## config.mk

```make
export PLATFORM = sky130hd
export DESIGN_NAME = esp_worker_mem
export DESIGN_NICKNAME = d
export VERILOG_FILES = /design/src/hw/rtl/esp_pkg.sv /design/src/hw/rtl/esp_worker_mem.sv
export SDC_FILE = /design/constraint.sdc
export NUM_CORES = 1
export LEC_CHECK = 0
export BUFFER_PORTS_ARGS = -buffer_cell sky130_fd_sc_hd__buf_2
export CORE_ASPECT_RATIO = 1.1
export CORE_MARGIN = 2
export CORE_UTILIZATION = 60
export DETAILED_ROUTE_END_ITERATION = 8
export PLACE_DENSITY = 0.79
export SYNTH_ARGS = -nofsm -noshare
export SYNTH_HDL_FRONTEND = slang
export SYNTH_SLANG_ARGS = --single-unit
```

## constraint.sdc

```tcl
create_clock -name clock -period 11.2 [get_ports clock]
set_input_delay 1.12 -clock clock [delete_from_list [all_inputs] [get_ports clock]]
set_output_delay 1.12 -clock clock [all_outputs]
set_load 0.05 [all_outputs]
```

## src/hw/rtl/esp_pkg.sv

```systemverilog
package esp_pkg;

   // Sizes of the worker and task tables.
   localparam int unsigned WORKERS   = 8;
   localparam int unsigned WIDX_BITS = 3;
   localparam int unsigned TASKS     = 256;
   localparam int unsigned TIDX_BITS = 8;
   localparam int unsigned TIME_BITS = 48;

   // Request kinds carried on the input tuser.
   localparam logic [2:0] FUNC_LOAD  = 3'd0;
   localparam logic [2:0] FUNC_BEGIN = 3'd1;
   localparam logic [2:0] FUNC_DEP   = 3'd2;
   localparam logic [2:0] FUNC_MODEL = 3'd3;
   localparam logic [2:0] FUNC_PLACE = 3'd4;

   // Register indexes on the csr port.
   localparam logic CSR_BASE_TIME    = 1'b0;
   localparam logic CSR_WORKER_COUNT = 1'b1;

   // Fixed-point reciprocals (0.32, held in 30 bits) of the transfer rates.
   localparam logic [29:0] RECIP_H2G   = 30'd871489361;
   localparam logic [29:0] RECIP_G2H   = 30'd871489;
   localparam logic [29:0] RECIP_C2C   = 30'd341333;
   localparam logic [31:0] FIXED_COST  = 32'd2;
   localparam logic [31:0] SMALL_LIMIT = 32'd4;

   typedef logic [TIME_BITS-1:0] time_type;

   // One worker entry as held in the worker memory.
   typedef struct packed {
      time_type    free_time;
      logic [15:0] cache;
      time_type    start_acc;
      time_type    fetch_acc;
   } worker_rec_type;

   // Access request toward the worker memory.
   typedef struct packed {
      logic                 rd_en;
      logic [WIDX_BITS-1:0] rd_addr;
      logic                 wr_en;
      logic [WIDX_BITS-1:0] wr_addr;
   } wm_req_type;

   // Adds two times, saturating at the largest time.
   function automatic time_type sat_add(time_type a, time_type b);
      logic [TIME_BITS:0] s;
      s = {1'b0, a} + {1'b0, b};
      return s[TIME_BITS] ? {TIME_BITS{1'b1}} : s[TIME_BITS-1:0];
   endfunction

endpackage

```

## src/hw/rtl/esp_worker_mem.sv

```systemverilog
module esp_worker_mem (
   input  logic                                   clock,
   input  logic                                   reset,
   input  esp_pkg::wm_req_type                    req,
   input  esp_pkg::worker_rec_type                wr_data,
   output esp_pkg::worker_rec_type                rd_data
);

   esp_pkg::worker_rec_type          mem [esp_pkg::WORKERS];
   logic [esp_pkg::WORKERS-1:0]      valid_ff;
   esp_pkg::worker_rec_type          raw_ff;
   logic                             raw_valid_ff;

   // Entries that were never written read as zero.
   always_ff @(posedge clock) begin
      if (reset) begin
         valid_ff <= '0;
      end else if (req.wr_en) begin
         valid_ff[req.wr_addr] <= 1'b1;
      end
   end

   // Synchronous memory, one write and one registered read.
   always_ff @(posedge clock) begin
      if (req.wr_en) begin
         mem[req.wr_addr] <= wr_data;
      end
      if (req.rd_en) begin
         raw_ff       <= mem[req.rd_addr];
         raw_valid_ff <= valid_ff[req.rd_addr];
      end
   end

   assign rd_data = raw_valid_ff ? raw_ff : '0;

endmodule

```

==> reports/qor.yml, run 1 <==
final.fill_count: 5324
clock_sinks: 1449
routed_wl_mm: 111
cts.repair.resized: 0
finClkSkew_ps: 24.7
hold_buffers: 0
dp_hpwl_mm: 56.3
syn2layout_area_growth_pct: 12.9
cell_with_the_largest_stage_delay_on_the_worst_path: "sky130_fd_sc_hd__buf_4"
final.hold.worst_slack_ps: 467
setup.worst_path.class: "flip-flop to primary output"
antenna_violating_nets_post_route: 0
clock_insertion_delay_worst_skew_ps: 740
die_width_um: 292
starting_utilization_of_the_core_area: 0.604
worstPathBufferInverterCount: 2
synth_seq_area_share: 0.793
worstReg2RegEnd: "raw_ff[78]"
report.final.setup_viol: 0
clockBufferDepth: 3
mappedNetlistArea_sq_mm: 0.0548
via_count_of_the_first_global_routing_pass: 25800
crit_required_ps: 10080
grt_antenna_before_repair: 29
io_buffers: 329
clkTransAtPathRegs_ps: 60
largest_net_degree_at_the_start_of_global_routing: 146
design.final.nets: 2793
cp_num_cells: 3
drt-vias-per-instance: 6.18
max_slew_margin: 0.277
reg2reg_slack_ps: 9690
worstPathCellList: "buf_4 > and2_1 > buf_2"
via_count: 24300
max-cap-violations: 0
sequential_cell_area_sq_mm: 0.0434
ys_types: 19
slew_viol_final: 0
hold_viol: 0
regToRegStartpoint: "mem[6][78]"
placedCellCount: 3663
postSynthRegisterBits: 1449
fin_tns_setup_ps: 0
detailed_route_drc_error_count: 0
chipHeight_um: 321
cts.root.buffer_cell: "sky130_fd_sc_hd__clkbuf_16"
layout.cells.most_common: "sky130_fd_sc_hd__edfxtp_1"
synth_warnings: 0
critPathMaxStageDelay_ps: 900
wire_per_inst_um: 28.3
critPathMaxFanout: 77
synth.top_cell.area_share: 0.790
tritoncts.num_buffers: 138
post_route_cells_drive_above_1_share: 0.381
drt_first_pass_iters: 5
outcome: "complete, no violations"
data_arrival_time_of_the_critical_path_ps: 3350
cts.repair_timing.setup_buffer_count: 0
gp_congestion: 0.714
tritoncts: "built"
setup.worst_path.end_class: "primary output"
die-area_sq_mm: 0.0938
synthesis.area_per_instance_sq_um: 24.5
yosys.area.top_type: "sky130_fd_sc_hd__edfxtp_1"
leftover_overflow_at_the_end_of_global_routing: 0
fmax_mhz: 224
total_power_after_layout_w: 0.0116
htree_levels: 4
grt_pass1_wl_mm: 165
cellLeakagePower_nw: 20.5
floorplan.io_pins: 330
instances_no_fill: 3935
setup.worst_path.end: "rd_data[152]"
layout_common_cells: "sky130_fd_sc_hd__edfxtp_1, sky130_fd_sc_hd__buf_2, sky130_fd_sc_hd__mux4_2, sky130_fd_sc_hd__and2_1, sky130_fd_sc_hd__clkbuf_16"
placement_rows: 116
rsz0062_at_grt: "false"
ir_drop_mv: 0.195
hp_class: "flip-flop to flip-flop"
setup.worst_path.start_class: "flip-flop"
placeableCoreArea_sq_mm: 0.0907
post_synthesis_cells: 2233
dr.first_iter.drc_count: 2233
slew_of_the_pin_with_the_lowest_slew_margin_ps: 1080
synthesis.nets: 2403
power_per_cell_area_mw_per_mm2: 187
final_min_period_over_clock_period: 0.399
track_usage: 0.243
multi_input_comb_area_sq_mm: 0.0104
timing.critical_path.from: "raw_valid_ff"
worst_r2r_path_depth: 2
path_delay_family: "buffers and inverters"
synthTopCellsByArea: "sky130_fd_sc_hd__edfxtp_1, sky130_fd_sc_hd__mux4_2, sky130_fd_sc_hd__mux2_2, sky130_fd_sc_hd__and2_1, sky130_fd_sc_hd__mux2_4"
period_needed_ps: 4470
-- worst register-to-register path, cell delays in order, from the launching register on --
cell                       delay (ps)
sky130_fd_sc_hd__edfxtp_1         440
sky130_fd_sc_hd__mux4_2           540
sky130_fd_sc_hd__mux2_2           280
-- worst min-delay path by stage --
stage | from | endpoint | slack, ps | depth (start not counted)
after global routing | valid_ff[2] | valid_ff[2] | 480 | 2
after floorplan | valid_ff[4] | valid_ff[4] | 420 | 2
after CTS | valid_ff[4] | valid_ff[4] | 450 | 2
after global placement | valid_ff[4] | valid_ff[4] | 430 | 2
final | valid_ff[3] | valid_ff[3] | 470 | 2
after detailed placement | valid_ff[4] | valid_ff[4] | 450 | 2
-- Yosys cell counts --
master,number
sky130_fd_sc_hd__nand4b_1,3
sky130_fd_sc_hd__a21oi_1,7
sky130_fd_sc_hd__buf_6,1
sky130_fd_sc_hd__nor2_1,2
sky130_fd_sc_hd__mux4_2,322
sky130_fd_sc_hd__edfxtp_1,1441
sky130_fd_sc_hd__buf_1,6
sky130_fd_sc_hd__inv_1,14
sky130_fd_sc_hd__clkbuf_1,37
sky130_fd_sc_hd__dfxtp_1,8
sky130_fd_sc_hd__nand4bb_1,3
sky130_fd_sc_hd__mux2_2,119
sky130_fd_sc_hd__and2_1,160
sky130_fd_sc_hd__or4b_2,1
sky130_fd_sc_hd__mux2_4,42
sky130_fd_sc_hd__a41oi_1,1
sky130_fd_sc_hd__buf_2,33
sky130_fd_sc_hd__buf_12,31
sky130_fd_sc_hd__nand2_1,2
-- registers in the layout, summed over array words and instances (netlist names) --
name	cells
raw_ff	160
mem	1280
valid_ff	8
raw_valid_ff	1
-- per-layer routing --
metal,vias up,track usage,part of all wire
met5,-,0,0.0012
met4,22,0.0691,0.019
met3,181,0.0565,0.078
met2,998,0.398,0.51
met1,13000,0.334,0.39
li1,10200,-,-
-- logic make-up after synthesis --
| logic type | Yosys count | share of synthesized area |
|---|---|---|
| AOI/OAI and AO/OA | 8 | 0.000799 |
| buffers and inverters | 122 | 0.0185 |
| DFF | 1449 | 0.793 |
| and+or+nand+nor | 171 | 0.0198 |
| muxes | 483 | 0.168 |
-- cell type report --
type / count / share of cell area
clock buffer: 175 / 0.0594
inverter: 14 / 0.00170
sequential: 1449 / 0.702
antenna: 20 / 0.000809
tap: 1180 / 0.0239
multi-input combinational: 662 / 0.167
timing repair buffer: 358 / 0.0311
clock inverter: 77 / 0.0136
-- power by group --
part	total [W]	internal, W	switching [W]
registers	0.00625	0.00619	0.0000549
clock network	0.00461	0.00267	0.00194
logic	0.000707	0.000276	0.000431
-- through the flow --
| stage | utilization | area (sq um) | setup slack (ps) |
|---|---|---|---|
| 2_1_floorplan | - | 54800 | 2620 |
| 4_1_cts | 0.681 | 61800 | 6610 |
| 3_5_place_dp | 0.632 | 57300 | 6580 |
| 6_report | 0.682 | 61900 | 6730 |
| 5_1_grt | 0.682 | 61800 | 6470 |
| 3_3_place_gp | 0.632 | 57300 | 6600 |
No activity file was read; power rests on OpenSTA's default activity.
==> run 2, diff against run 1 <==
CORE_UTILIZATION = 54   (was 60)
PLACE_DENSITY = 0.75   (was 0.79)
clock period = 3.63 ns   (was 11.2 ns; I/O delays follow)
==> run 2 against run 1 <==
- routed wire length increased by 4.7%
- power increased to 3.1 times the previous value
- highest routed layer unchanged
- sequential share of layout area decreased by 3.0 points
- count of clock-buffer cells in the layout unchanged
==> reports/qor.yml, run 2 (synthesis gave the netlist of run 1 again) <==
final.fill_count: 6398  # was 5,324
period_needed_ps: 2660
crit_required_ps: 3270  # was 10,080 ps
die_width_um: 308  # was 292 um
starting_utilization_of_the_core_area: 0.545  # was 0.604
rsz0062_at_grt: "false"  # unchanged
grt_pass1_wl_mm: 171  # was 165 mm
top_regs: "mem (1280), raw_ff (160), valid_ff (8)"  # unchanged
clockBufferDepth: 3  # unchanged
syn2layout_area_growth_pct: 18.0  # was 12.9%
fin_tns_setup_ps: 0  # unchanged
cell_with_the_largest_stage_delay_on_the_worst_path: "sky130_fd_sc_hd__edfxtp_1"  # was sky130_fd_sc_hd__buf_4
worstPathCellList: "buf_12 > and2_1 > buf_2"  # was buf_4 > and2_1 > buf_2
critPathMaxFanout: 84  # was 77
drt-vias-per-instance: 5.94  # was 6.18
critPathMaxStageDelay_ps: 470  # was 900 ps
antenna_violating_nets_post_route: 0  # unchanged
htree_levels: 4  # unchanged
die-area_sq_mm: 0.104  # was 0.0938 sq mm
max-cap-violations: 0  # unchanged
report.final.setup_viol: 0  # unchanged
clkTransAtPathRegs_ps: 60  # about the same
hold_viol: 0  # unchanged
slew_of_the_pin_with_the_lowest_slew_margin_ps: 986  # was 1080 ps
track_usage: 0.227  # was 0.243
largest_register: "mem"  # unchanged
tritoncts.num_buffers: 142  # was 138
layout.cells.most_common: "sky130_fd_sc_hd__edfxtp_1"  # unchanged
max_slew_margin: 0.341  # was 0.277
power_per_cell_area_mw_per_mm2: 561  # was 187 mW/mm^2
placedCellCount: 3843  # was 3,663
clock_insertion_delay_worst_skew_ps: 750  # was 740 ps
cellLeakagePower_nw: 21.6  # was 20.5 nW
post_route_cells_drive_above_1_share: 0.375  # was 0.381
clock_sinks: 1449  # unchanged
finClkSkew_ps: 28.2  # was 24.7 ps
placeableCoreArea_sq_mm: 0.101  # was 0.0907 sq mm
hold_buffers: 161  # was 0
placement_rows: 122  # was 116
dr.first_iter.drc_count: 2237  # was 2,233
slew_viol_final: 0  # unchanged
setup.worst_path.start_class: "flip-flop"  # unchanged
final_min_period_over_clock_period: 0.732
floorplan.io_pins: 330  # unchanged
tritoncts: "built"  # unchanged
chipHeight_um: 338  # was 321 um
cts.repair.resized: 0  # unchanged
leftover_overflow_at_the_end_of_global_routing: 0  # unchanged
via_count_of_the_first_global_routing_pass: 26900  # was 25,800
path_delay_family: "buffers and inverters"  # unchanged
grt_antenna_before_repair: 22  # was 29
largest_net_degree_at_the_start_of_global_routing: 91  # was 146
instances_no_fill: 4273  # was 3,935
layout_common_cells: "sky130_fd_sc_hd__edfxtp_1, sky130_fd_sc_hd__buf_2, sky130_fd_sc_hd__mux4_2, sky130_fd_sc_hd__dlygate4sd3_1, sky130_fd_sc_hd__and2_1"  # was sky130_fd_sc_hd__edfxtp_1, sky130_fd_sc_hd__buf_2, sky130_fd_sc_hd__mux4_2, sky130_fd_sc_hd__and2_1, sky130_fd_sc_hd__clkbuf_16
dp_hpwl_mm: 62.2  # was 56.3 mm
setup.worst_path.class: "flip-flop to primary output"  # unchanged
data_arrival_time_of_the_critical_path_ps: 2300  # was 3350 ps
worstPathBufferInverterCount: 2  # unchanged
hp_class: "input pin to flip-flop"  # was flip-flop to flip-flop
wire_per_inst_um: 27.3  # was 28.3 um
io_buffers: 329  # unchanged
detailed_route_drc_error_count: 0  # unchanged
drt_first_pass_iters: 5  # unchanged
outcome: "complete, no violations"  # unchanged
largest_register_ffs: 1280  # unchanged
fmax_mhz: 376
setup.worst_path.end_class: "primary output"  # unchanged
via_count: 25400  # was 24,300
routed_wl_mm: 116  # was 111 mm
ir_drop_mv: 0.449  # was 0.195 mV
cts.root.buffer_cell: "sky130_fd_sc_hd__clkbuf_16"  # unchanged
design.final.nets: 3016  # was 2,793
cts.repair_timing.setup_buffer_count: 0  # unchanged
gp_congestion: 0.735  # was 0.714
run 2: cell types whose count changed in the layout (fill, tap and decap cells not counted), sizes merged:
cell / previous run / this run
buf: 356 / 414
diode: 20 / 13
clkinvlp: 2 / 11
inv: 19 / 13
bufinv: 14 / 15
dlygate4sd3: 0 / 161
run 2: metal layers:
layer  GRT usage  wire, um  up-vias
met5           0       136        -
met4      0.0643      2120       20
met3      0.0481      9210      181
met2       0.376     59400     1065
met1       0.308     45600    13500
li1            -         -    10600
run 2: through the flow:
step,instance area [sq um],power [W],util,hold WS (ps),setup WS [ps]
after global routing,64600,0.0374,0.643,50.9,910
after floorplan,54800,0.0211,-,422,290
after CTS,64600,0.0366,0.642,6.46,963
after detailed placement,58300,0.0219,0.580,442,1160
final,64700,0.0363,0.643,68.0,972
after global placement,58300,0.0218,0.580,430,1150
run 2: layout make-up:
cell class              count  area, sq um  share of cell area
clock buffers             175         3700              0.0572
flip-flops and latches   1449        43400               0.672
well taps                1302         1630              0.0252
diodes                     13         32.5            0.000503
inverters                  14         78.8             0.00122
repair buffers            577         4440              0.0686
clock inverters            81          985              0.0152
multi-input cells         662        10400               0.160
run 2: worst reg2reg max path, delay by kind of cell, from the launching register on:
kind / cells / cell delay [ps]
DFF: 1 / 410
muxes: 2 / 790
run 2: final timing paths:
kind | start | end | slack, ps | cells after the start
max reg2reg | mem[7][38] | raw_ff[38] | 2180 | 2
min reg2reg | valid_ff[2] | valid_ff[2] | 450 | 2
max | raw_valid_ff | rd_data[142] | 970 | 3
min | req[2] | valid_ff[7] | 70 | 3
run 2: where the power goes:
group | leakage, nW | internal [W] | switching, W | total [W]
registers | 13.3 | 0.0191 | 0.000165 | 0.0193
clock network | 2.26 | 0.00841 | 0.00618 | 0.0146
logic | 6.08 | 0.00102 | 0.00141 | 0.00243
